--- src/design/edf_pkg.sv ---
// Shared types and constants for the earliest-deadline-first scheduler.
package edf_pkg;

  localparam int SLOTS          = 16;
  localparam int SLOT_W         = $clog2(SLOTS);
  localparam int CNT_W          = $clog2(SLOTS + 1);
  localparam int DEADLINE_LIMIT = 10000;

  localparam int TIME_W  = 16;
  localparam int DL_W    = 14;
  localparam int SLOTF_W = 4;
  localparam int EVENT_W = 3;

  localparam logic KIND_ARRIVE = 1'b0;
  localparam logic KIND_TICK   = 1'b1;

  localparam logic [EVENT_W-1:0] EV_NONE     = 3'd0;
  localparam logic [EVENT_W-1:0] EV_ACCEPTED = 3'd1;
  localparam logic [EVENT_W-1:0] EV_FULL     = 3'd2;
  localparam logic [EVENT_W-1:0] EV_STARTED  = 3'd3;
  localparam logic [EVENT_W-1:0] EV_DONE     = 3'd4;

  typedef struct packed {
    logic [DL_W-1:0]   deadline;
    logic [TIME_W-1:0] remaining;
    logic [TIME_W-1:0] arrival_time;
    logic [TIME_W-1:0] start_time;
  } slot_rec_t;

  typedef struct packed {
    logic              wr_en;
    logic [SLOT_W-1:0] wr_addr;
    slot_rec_t         wr_data;
    logic              rd_en;
    logic [SLOT_W-1:0] rd_addr;
  } ram_req_t;

  typedef struct packed {
    logic [EVENT_W-1:0] event_res;
    logic [SLOTF_W-1:0] slot;
    logic [TIME_W-1:0]  arrival_time;
    logic [TIME_W-1:0]  start_time;
    logic [TIME_W-1:0]  complete_time;
    logic [TIME_W-1:0]  turnaround;
    logic [TIME_W-1:0]  wait_time;
    logic               deadline_met;
  } sched_res_t;

  // The reported slot carries the full slot number.
  function automatic logic [SLOTF_W-1:0] slot_field(input logic [SLOT_W-1:0] idx);
    return SLOTF_W'(idx);
  endfunction

endpackage

--- src/design/nonpreemptive_edf_scheduler.sv ---
// Top level: sequencer, deadline scan unit and result register of the EDF scheduler.
//
//  Channel | Direction | Contents
//  s_*     | in        | tuser: kind; tdata: svc_units, deadline
//  m_*     | out       | tuser: event_res; tdata: slot, times, deadline_met
//
// An arrival goes from idle straight to the result state. A tick with a task
// running reads the slot, updates it and gives the result. A tick that selects
// scans first, one slot record per cycle through the single memory read port.
// Reset is synchronous and clears the ready bits, slot count, time and running
// task. A stalled result waits in the output register; the next request is
// taken meanwhile, and its own result waits until that register frees up.
module nonpreemptive_edf_scheduler import edf_pkg::*; (
  input  logic        clk,
  input  logic        rst,
  input  logic        s_tvalid,
  output logic        s_tready,
  input  logic        s_tuser,   // [0] kind
  input  logic [31:0] s_tdata,   // [15:0] svc_units, [29:16] deadline
  output logic        m_tvalid,
  input  logic        m_tready,
  output logic [2:0]  m_tuser,   // [2:0] event_res
  output logic [87:0] m_tdata    // [3:0] slot, [19:4] arrival_time, [35:20] start_time,
                                 // [51:36] complete_time, [67:52] turnaround,
                                 // [83:68] wait_time, [84] deadline_met
);

  localparam logic [2:0] ST_IDLE  = 3'd0;
  localparam logic [2:0] ST_SCAN  = 3'd1;
  localparam logic [2:0] ST_RDRUN = 3'd2;
  localparam logic [2:0] ST_RUN   = 3'd3;
  localparam logic [2:0] ST_OUT   = 3'd4;

  logic [2:0]        state;
  logic [SLOTS-1:0]  slot_ready;
  logic [CNT_W-1:0]  slots_used;
  logic              running_valid;
  logic [SLOT_W-1:0] running_slot;
  logic [TIME_W-1:0] cur_time;
  logic              started;

  logic [CNT_W-1:0]  issue_idx;
  logic              chk_valid;
  logic [SLOT_W-1:0] chk_idx;
  logic [DL_W-1:0]   best;
  logic              found;
  logic [SLOT_W-1:0] pick;

  slot_rec_t  cur;
  sched_res_t res_pend;
  sched_res_t res_out;
  ram_req_t   req;
  slot_rec_t  rd_data;

  logic              in_fire;
  logic              in_kind;
  logic [TIME_W-1:0] in_service;
  logic [DL_W-1:0]   in_deadline;
  logic              table_full;
  logic              scan_issue;
  logic              scan_take;
  logic              finishing;
  logic              out_load;
  logic [TIME_W-1:0] done_time;
  logic [TIME_W-1:0] ta;
  logic [TIME_W-1:0] wt;
  sched_res_t        run_res;
  sched_res_t        arr_res;

  assign s_tready    = (state == ST_IDLE);
  assign in_fire     = s_tvalid && s_tready;
  assign in_kind     = s_tuser;
  assign in_service  = s_tdata[15:0];
  assign in_deadline = s_tdata[29:16];
  assign table_full  = (slots_used >= CNT_W'(SLOTS));
  assign scan_issue  = (issue_idx < slots_used);
  assign out_load    = (state == ST_OUT) && (!m_tvalid || m_tready);

  // Shared compare unit: one slot record is checked per cycle during the scan.
  assign scan_take = chk_valid && slot_ready[chk_idx] && (rd_data.deadline <= best);

  assign finishing = (cur.remaining <= TIME_W'(1));
  assign done_time = cur_time + TIME_W'(1);
  assign ta        = done_time - cur.arrival_time;
  assign wt        = cur.start_time - cur.arrival_time;

  always_comb begin
    run_res = '0;
    if (finishing) begin
      run_res.event_res     = EV_DONE;
      run_res.slot          = slot_field(running_slot);
      run_res.arrival_time  = cur.arrival_time;
      run_res.start_time    = cur.start_time;
      run_res.complete_time = done_time;
      run_res.turnaround    = ta;
      run_res.wait_time     = wt;
      run_res.deadline_met  = (ta <= TIME_W'(cur.deadline));
    end else if (started) begin
      run_res.event_res = EV_STARTED;
      run_res.slot      = slot_field(running_slot);
    end
  end

  always_comb begin
    arr_res = '0;
    if (table_full) begin
      arr_res.event_res = EV_FULL;
    end else begin
      arr_res.event_res = EV_ACCEPTED;
      arr_res.slot      = slot_field(slots_used[SLOT_W-1:0]);
    end
  end

  always_comb begin
    req = '0;
    unique case (state)
      ST_IDLE: begin
        if (in_fire && (in_kind == KIND_ARRIVE) && !table_full) begin
          req.wr_en                  = 1'b1;
          req.wr_addr                = slots_used[SLOT_W-1:0];
          req.wr_data.deadline       = in_deadline;
          req.wr_data.remaining      = in_service;
          req.wr_data.arrival_time   = cur_time;
          req.wr_data.start_time     = '0;
        end else if (in_fire && (in_kind == KIND_TICK) && running_valid) begin
          req.rd_en   = 1'b1;
          req.rd_addr = running_slot;
        end
      end
      ST_SCAN: begin
        req.rd_en   = scan_issue;
        req.rd_addr = issue_idx[SLOT_W-1:0];
      end
      ST_RUN: begin
        req.wr_en             = 1'b1;
        req.wr_addr           = running_slot;
        req.wr_data           = cur;
        req.wr_data.remaining = finishing ? '0 : cur.remaining - TIME_W'(1);
      end
      ST_RDRUN, ST_OUT: begin
        req = '0;
      end
      default: begin
        req = '0;
      end
    endcase
  end

  edf_slot_ram u_ram (
    .clk     (clk),
    .req     (req),
    .rd_data (rd_data)
  );

  always_ff @(posedge clk) begin
    if (rst) begin
      state         <= ST_IDLE;
      slot_ready    <= '0;
      slots_used    <= '0;
      running_valid <= 1'b0;
      running_slot  <= '0;
      cur_time      <= '0;
      started       <= 1'b0;
      chk_valid     <= 1'b0;
      m_tvalid      <= 1'b0;
    end else begin
      if (out_load) begin
        m_tvalid <= 1'b1;
      end else if (m_tready) begin
        m_tvalid <= 1'b0;
      end
      unique case (state)
        ST_IDLE: begin
          if (in_fire) begin
            if (in_kind == KIND_ARRIVE) begin
              res_pend <= arr_res;
              if (!table_full) begin
                slot_ready[slots_used[SLOT_W-1:0]] <= 1'b1;
                slots_used <= slots_used + CNT_W'(1);
              end
              state <= ST_OUT;
            end else if (running_valid) begin
              started <= 1'b0;
              state   <= ST_RDRUN;
            end else begin
              issue_idx <= '0;
              chk_valid <= 1'b0;
              best      <= DL_W'(DEADLINE_LIMIT);
              found     <= 1'b0;
              state     <= ST_SCAN;
            end
          end
        end
        ST_SCAN: begin
          if (scan_issue) begin
            issue_idx <= issue_idx + CNT_W'(1);
            chk_idx   <= issue_idx[SLOT_W-1:0];
          end
          chk_valid <= scan_issue;
          if (scan_take) begin
            best  <= rd_data.deadline;
            pick  <= chk_idx;
            cur   <= rd_data;
            found <= 1'b1;
          end
          // The scan ends once every read has been issued and checked.
          if (!scan_issue && !chk_valid) begin
            if (found) begin
              slot_ready[pick] <= 1'b0;
              running_valid    <= 1'b1;
              running_slot     <= pick;
              cur.start_time   <= cur_time;
              started          <= 1'b1;
              state            <= ST_RUN;
            end else begin
              res_pend <= '0;
              cur_time <= cur_time + TIME_W'(1);
              state    <= ST_OUT;
            end
          end
        end
        ST_RDRUN: begin
          cur   <= rd_data;
          state <= ST_RUN;
        end
        ST_RUN: begin
          res_pend <= run_res;
          if (finishing) begin
            running_valid <= 1'b0;
          end
          cur_time <= cur_time + TIME_W'(1);
          state    <= ST_OUT;
        end
        ST_OUT: begin
          if (out_load) begin
            res_out <= res_pend;
            state   <= ST_IDLE;
          end
        end
        default: begin
          state <= ST_IDLE;
        end
      endcase
    end
  end

  assign m_tuser = res_out.event_res;
  assign m_tdata = {3'b000, res_out.deadline_met, res_out.wait_time, res_out.turnaround,
                    res_out.complete_time, res_out.start_time, res_out.arrival_time,
                    res_out.slot};

endmodule

--- src/design/edf_slot_ram.sv ---
// Task slot record memory with one write port and one registered read port.
module edf_slot_ram import edf_pkg::*; (
  input  logic      clk,
  input  ram_req_t  req,
  output slot_rec_t rd_data
);

  slot_rec_t mem [SLOTS];

  always_ff @(posedge clk) begin
    if (req.wr_en) begin
      mem[req.wr_addr] <= req.wr_data;
    end
    if (req.rd_en) begin
      rd_data <= mem[req.rd_addr];
    end
  end

endmodule

--- config.mk ---
export PLATFORM = sky130hd
export DESIGN_NAME = nonpreemptive_edf_scheduler
export DESIGN_NICKNAME = d
export VERILOG_FILES = /design/src/design/edf_pkg.sv /design/src/design/nonpreemptive_edf_scheduler.sv /design/src/design/edf_slot_ram.sv
export SDC_FILE = /design/constraint.sdc
export NUM_CORES = 1
export LEC_CHECK = 0
export BUFFER_PORTS_ARGS = -buffer_cell sky130_fd_sc_hd__buf_2
export CORE_MARGIN = 5
export CORE_UTILIZATION = 45
export CTS_CLUSTER_SIZE = 28
export DETAILED_ROUTE_END_ITERATION = 8
export GPL_ROUTABILITY_DRIVEN = 0
export PLACE_DENSITY_LB_ADDON = 0.3
export SLEW_MARGIN = 10
export SYNTH_ARGS = -nofsm -noshare
export SYNTH_HDL_FRONTEND = slang
export SYNTH_HIERARCHICAL = 1
export SYNTH_SLANG_ARGS = --single-unit
--- constraint.sdc ---
create_clock -name clk -period 8.05 [get_ports clk]
set_input_delay 1.61 -clock clk [delete_from_list [all_inputs] [get_ports clk]]
set_output_delay 1.61 -clock clk [all_outputs]
set_load 0.05 [all_outputs]
==> results.toml, run 1 <==
[global_route]
grt_max_degree = 83
grt_pass1_wl_um = 189600
grt_use_total_pct = 20.19
grt_overflow_total = 0
grt_pass1_vias = 28685
antenna_found_initial = 1

[pwr]
power_density_nw_per_um2 = 256.5
vdd_drop_max_v = 0.0002040
p_leak_nw = 19.81

[detailed_routing]
wire_per_inst_um = 26.61
vias = 28103
dr.first_iter.drc_count = 3214
drc = 0
avgViaCountPerCell = 5.847
antenna_left = 0
first_pass_iters = 8
drt-total-wl_um = 127900

[clock_network]
cts_tree = "yes"
cts_hold_buf = 0
cts_buffer_depth = 3
clkSlewWorstSetupHoldPaths_ns = 0.06
cts_resized = 0
clock-root-buffer = "clkbuf_16"
cts_setup_buffers = 0
insertion_delay_ns = 0.74
clkSinkCount = 1368
htreeDepth = 4
cts_buffers = 136

[die]
dieArea_sq_um = 127000
start_util_pct = 45.18
core_sq_um = 119500
die_y_um = 356.4
io_pins = 130
fp.dieW_um = 356.4
rows = 127

[logic_synthesis]
syn-mean-instance-area_sq_um = 18.82
ys_async_sr_fraction_pct = 0
synth_edf_count = 1320
yosys.cell_count.top_type = "edfxtp_1"
synth_area_leader_cell = "edfxtp_1"
syn_area_sq_um = 53980
syn_inst = 2868
yosysUniqueCellTypes = 73
ys.warnings.count = 6
synth_top_area_share_pct = 73.43
yosys_register_bits = 1368
ys_seq_area_share_pct = 75.21
synth_area_leaders = "edfxtp_1, mux4_2, dfxtp_1"
synth_commonest_cells = "edfxtp_1, mux4_2, nand2_1, a22oi_1, nor2_1"
ys.flop_type = "edfxtp_1"

[timing]
finalCritPeriodShare_pct = 68.09
hold_viol = 0
worst_pin_slew_ns = 1.207
finalSetupViolations = 0
grt_setup_unrepaired = "no"
finalClockSkew_ns = 0.03202
finalSetupTns_ns = 0
slew-limit-headroom_pct = 18.96
fmax_ghz = 0.1825
post-route-min-period_ns = 5.481
slew_viol_final = 0

[final_layout]
syn_to_final_growth_pct = 13.77
final_core_utilization_pct = 51.40
multi_input_area_sq_um = 12690
final_cell_area_sq_um = 61420
drive_gt1_share_pct = 22.20
nFillCells = 9405
fin_nets = 3193
antenna_cells = 0
regArea_sq_um = 40600

[critical_path]
crit_required_ns = 8.58
crit_slowest_cell = "dfxtp_1"
crit_arrival_ns = 6.02
path_cells = "ha_1 > nand3_1 > nor2_1 > and2_1 > nand2_1 > xnor2_1 > ha_1 > a41oi_1 > o21a_1 > o21ai_0 > o21a_1 > xor2_1 > ha_1 > a211o_1 > a21oi_1 > o21ai_0 > a2111oi_0 > nor3_1 > nor4_1"
critPathLaunchType = "flop"
critPathCaptureType = "flop"
critPathMaxFanout = 8
worst_path_most_repeated_cell = "ha_1"
cp_slowest_stage_delay_ns = 0.50
path_class = "reg -> reg"

[placed_design]
io_buffers = 124
placed_cell_area_sq_um = 56910
hpwl_um = 69550

[outcome]
outcome = "complete, no violations"

[worst_hold_path]
hold_class = "reg -> reg"

[job]
cap_viol_max_count = 0
## sequential cells by signal, summed over array words and instances (netlist names), 3 cells and up
name and count:
state 3, issue_idx 5, m_tuser 3, res_pend 88
cur 62, pick 4, m_tdata 85, running_slot 4
cur_time 16, slots_used 5, u_ram/rd_data 62, u_ram/mem 992
best 14, chk_idx 4, slot_ready 16
## worst paths after layout
| kind | cells past startpoint | start | endpoint | slack, ns |
|---|---|---|---|---|
| max | 19 | cur_time[0]$_SDFFE_PP0P_ | res_pend[0]$_DFFE_PP_ | 2.57 |
| min reg2reg | 0 | res_pend[37]$_DFFE_PP_ | m_tdata[40]$_DFFE_PP_ | 0.42 |
| max reg2reg | 19 | cur_time[0]$_SDFFE_PP0P_ | res_pend[0]$_DFFE_PP_ | 2.57 |
| min | 0 | res_pend[37]$_DFFE_PP_ | m_tdata[40]$_DFFE_PP_ | 0.42 |
## through the flow
stage	hold WS (ns)	cells	setup slack, ns	power [mW]
CTS	0.4141	4795	2.735	15.88
global placement	0.4039	4547	2.380	9.582
detailed placement	0.4045	4547	2.243	9.626
global route	0.4231	4806	2.170	16.29
finish	0.4167	4806	2.569	15.75
floorplan	0.4003	2870	0.2675	9.212
## worst max-delay path: cells and delay by family (launching register included)
kind / cells / cell delay [ns]
AO/OA/AOI/OAI: 8 / 1.88
AND/OR/NAND/NOR: 6 / 1.24
adder cells (fa/ha/maj): 3 / 0.98
XOR/XNOR: 2 / 0.69
flip-flops: 1 / 0.50
## cell usage in the layout (no fill, tap or decap), drive strengths merged, types with 48 or more instances in the layout
| cell | count |
|---|---|
| edfxtp | 1320 |
| clkbuf | 163 |
| dfxtp | 48 |
| nor2b | 60 |
| and3 | 50 |
| ha | 70 |
| clkinv | 58 |
| mux4 | 251 |
| nor2 | 99 |
| a21oi | 67 |
| o21ai | 72 |
| nand2 | 165 |
| buf | 212 |
| inv | 70 |
| a22oi | 124 |
## logic make-up (layout without fill, tap and decap cells)
group           Yosys count  after routing  synth area share [%]
buf+inv                 198            522                 1.678
mux                     253            253                 10.53
other cells               1              3              0.006946
simple gates            542            542                 5.106
flops                  1368           1368                 75.21
compound gates          366            366                 4.670
fa+ha+maj                72             72                 1.697
xor+xnor                 68             68                 1.103
## layout make-up
type | count | area share, %
clock buffers | 163 | 5.845
flip-flops and latches | 1368 | 66.10
well taps | 1612 | 3.284
clock inverters | 85 | 1.357
multi-input cells | 1304 | 20.66
inverters | 62 | 0.3789
repair buffers | 212 | 2.371
## per-layer routing
| metal | share of wire [%] | global-route usage [%] | vias to the layer above | wire, um |
|---|---|---|---|---|
| met5 | 0 | 0 | - | 0 |
| met4 | 3.2 | 7.204 | 0 | 4079 |
| met3 | 8.1 | 3.108 | 248 | 10420 |
| met2 | 49 | 32.89 | 1380 | 62090 |
| met1 | 40 | 27.99 | 14523 | 51320 |
| li1 | - | - | 11952 | - |
## report_power, final
group,switching (mW),internal [mW],total [mW]
Clock,2.63,3.65,6.27
Sequential,0.0796,8.03,8.11
Combinational,0.877,0.492,1.37
Total,3.58,12.2,15.8
Power figures use the tool's default switching activity.
==> run 2, diff against run 1 <==
==> constraint.sdc (replaced) <==
create_clock -name clk -period 4.8 [get_ports clk]
set_input_delay 0.96 -clock clk [delete_from_list [all_inputs] [get_ports clk]]
set_output_delay 0.96 -clock clk [all_outputs]
set_load 0.05 [all_outputs]
==> results.toml, run 2 (same netlist as run 1, synthesis figures left out) <==
[outcome]
outcome = "complete, no violations"

[timing]
finalClockSkew_ns = 0.03264
fmax_ghz = 0.2243
slew-limit-headroom_pct = 35.41
finalSetupViolations = 0
hold_viol = 0
worst_pin_slew_ns = 0.9688
slew_viol_final = 0
fin_ws_ns = 0.3426
finalCritPeriodShare_pct = 92.86
post-route-min-period_ns = 4.457

[final_layout]
multi_input_area_sq_um = 12730
largest_reg_flops = 992
regMostFlops = "u_ram/mem"
syn_to_final_growth_pct = 14.92
final_cell_area_sq_um = 62040
drive_gt1_share_pct = 23.09
nFillCells = 9397
regArea_sq_um = 40600
final_common_cell = "edfxtp_1"
final_cell_mix = "edfxtp_1, mux4_2, nand2_1"
fin_nets = 3233

[clock_network]
clkSinkCount = 1368
cts_buffer_depth = 3
cts_setup_buffers = 0
clock-root-buffer = "clkbuf_16"
cts_buffers = 136
clkSlewWorstSetupHoldPaths_ns = 0.07
cts_tree = "yes"
insertion_delay_ns = 0.75
htreeDepth = 4

[critical_path]
path_class = "reg -> reg"
crit_arrival_ns = 5.00
path_cells = "and3_1 > nand3_1 > or2_2 > xnor2_1 > ha_1 > a41oi_1 > o21a_1 > o21ai_0 > o21a_1 > xor2_2 > ha_1 > a211o_1 > a21oi_1 > o21ai_1 > a2111oi_0 > nor3_1 > nor4_1"
cp_slowest_stage_delay_ns = 0.40
critPathBufInv = 0
critPathLaunchType = "flop"
critPathMaxFanout = 5
cp_top_family = "compound AO/OA/AOI/OAI gates"
critPathCaptureType = "flop"
r2r_slack_ns = 0.34
crit_required_ns = 5.34
crit_slowest_cell = "dfxtp_1"

[job]
cap_viol_max_count = 0

[placed_design]
io_buffers = 124
hpwl_um = 72550
dp_slack_ns = 0.1826
placed_cell_area_sq_um = 57630

[detailed_routing]
met3WireLength_um = 8515
drc = 0
first_pass_iters = 5
wl_met1_um = 49980
drt-total-wl_um = 124600
antenna_left = 0
vias = 27908
met2_length_um = 62750
topRoutingLayerUsed = "met4"
wire_per_inst_um = 25.71
dr.first_iter.drc_count = 2905
avgViaCountPerCell = 5.761

[global_route]
grt_use_total_pct = 19.69
grt_pass1_vias = 28779
grt_max_degree = 89
grt_overflow_total = 0
grt_pass1_wl_um = 185500
antenna_found_initial = 0

[pwr]
vdd_drop_max_v = 0.0003482
p_int_mw = 20.27
p_total_mw = 26.30
power_density_nw_per_um2 = 423.9
p_sw_share_pct = 22.91
p_switching_mw = 6.026
p_leak_nw = 20.07
pwr-share-clk_pct = 39.2
combPwrFrac_pct = 9.0
p_seq_share_pct = 51.7

[die]
io_pins = 130
core_sq_um = 119500
rows = 127
dieArea_sq_um = 127000
fp.dieW_um = 356.4
die_y_um = 356.4
start_util_pct = 45.18

[worst_hold_path]
hold_class = "reg -> reg"
run 2: path summary, 6_finish.rpt:
kind                                               start                     to  cells after the start
worst min-delay path              res_pend[27]$_DFFE_PP_  m_tdata[62]$_DFFE_PP_                      0
worst max register to register  cur_time[0]$_SDFFE_PP0P_  res_pend[0]$_DFFE_PP_                     17
worst min register to register    res_pend[27]$_DFFE_PP_  m_tdata[62]$_DFFE_PP_                      0
worst max-delay path            cur_time[0]$_SDFFE_PP0P_  res_pend[0]$_DFFE_PP_                     17
run 2: stage by stage:
step                      TNS [ns]  util (%)  std cells  hold WS [ns]
after floorplan            -941.55         -       2870        0.4003
after global placement           0     48.23       4594        0.4043
after detailed placement         0     48.23       4594        0.4045
final                            0     51.92       4844        0.4145
after global routing      -0.02314     51.91       4843        0.4221
after CTS                        0     51.88       4839        0.4133
run 2: layer usage:
layer	GRT usage [%]	vias up
li1	-	12032
met1	26.56	14523
met2	33.30	1158
met3	2.919	195
met4	6.353	0
met5	0	-
run 2: area by class of cell:
cell class                      count  area share (%)
Sequential cell                  1368           65.44
Multi-Input combinational cell   1304           20.52
Inverter                           62          0.3751
Timing Repair Buffer              252           3.376
Tap cell                         1612           3.251
Clock inverter                     70           1.158
Antenna cell                        1        0.004034
Clock buffer                      175           5.873
run 2: power by group through the flow:
stage	logic, mW	registers, mW	clock network [mW]
2_1_floorplan	1.51	13.9	0
3_3_place_gp	2.32	13.8	0
3_5_place_dp	2.37	13.9	0
4_1_cts	2.38	13.6	10.5
5_1_grt	2.56	13.6	11.1
6_report	2.38	13.6	10.3
run 2: repair_timing:
| action | in CTS | in global routing |
|---|---|---|
| resized for setup | 0 | 3 |
| endpoints found under the setup margin | 0 | 1 |
| hold buffers | 0 | 0 |
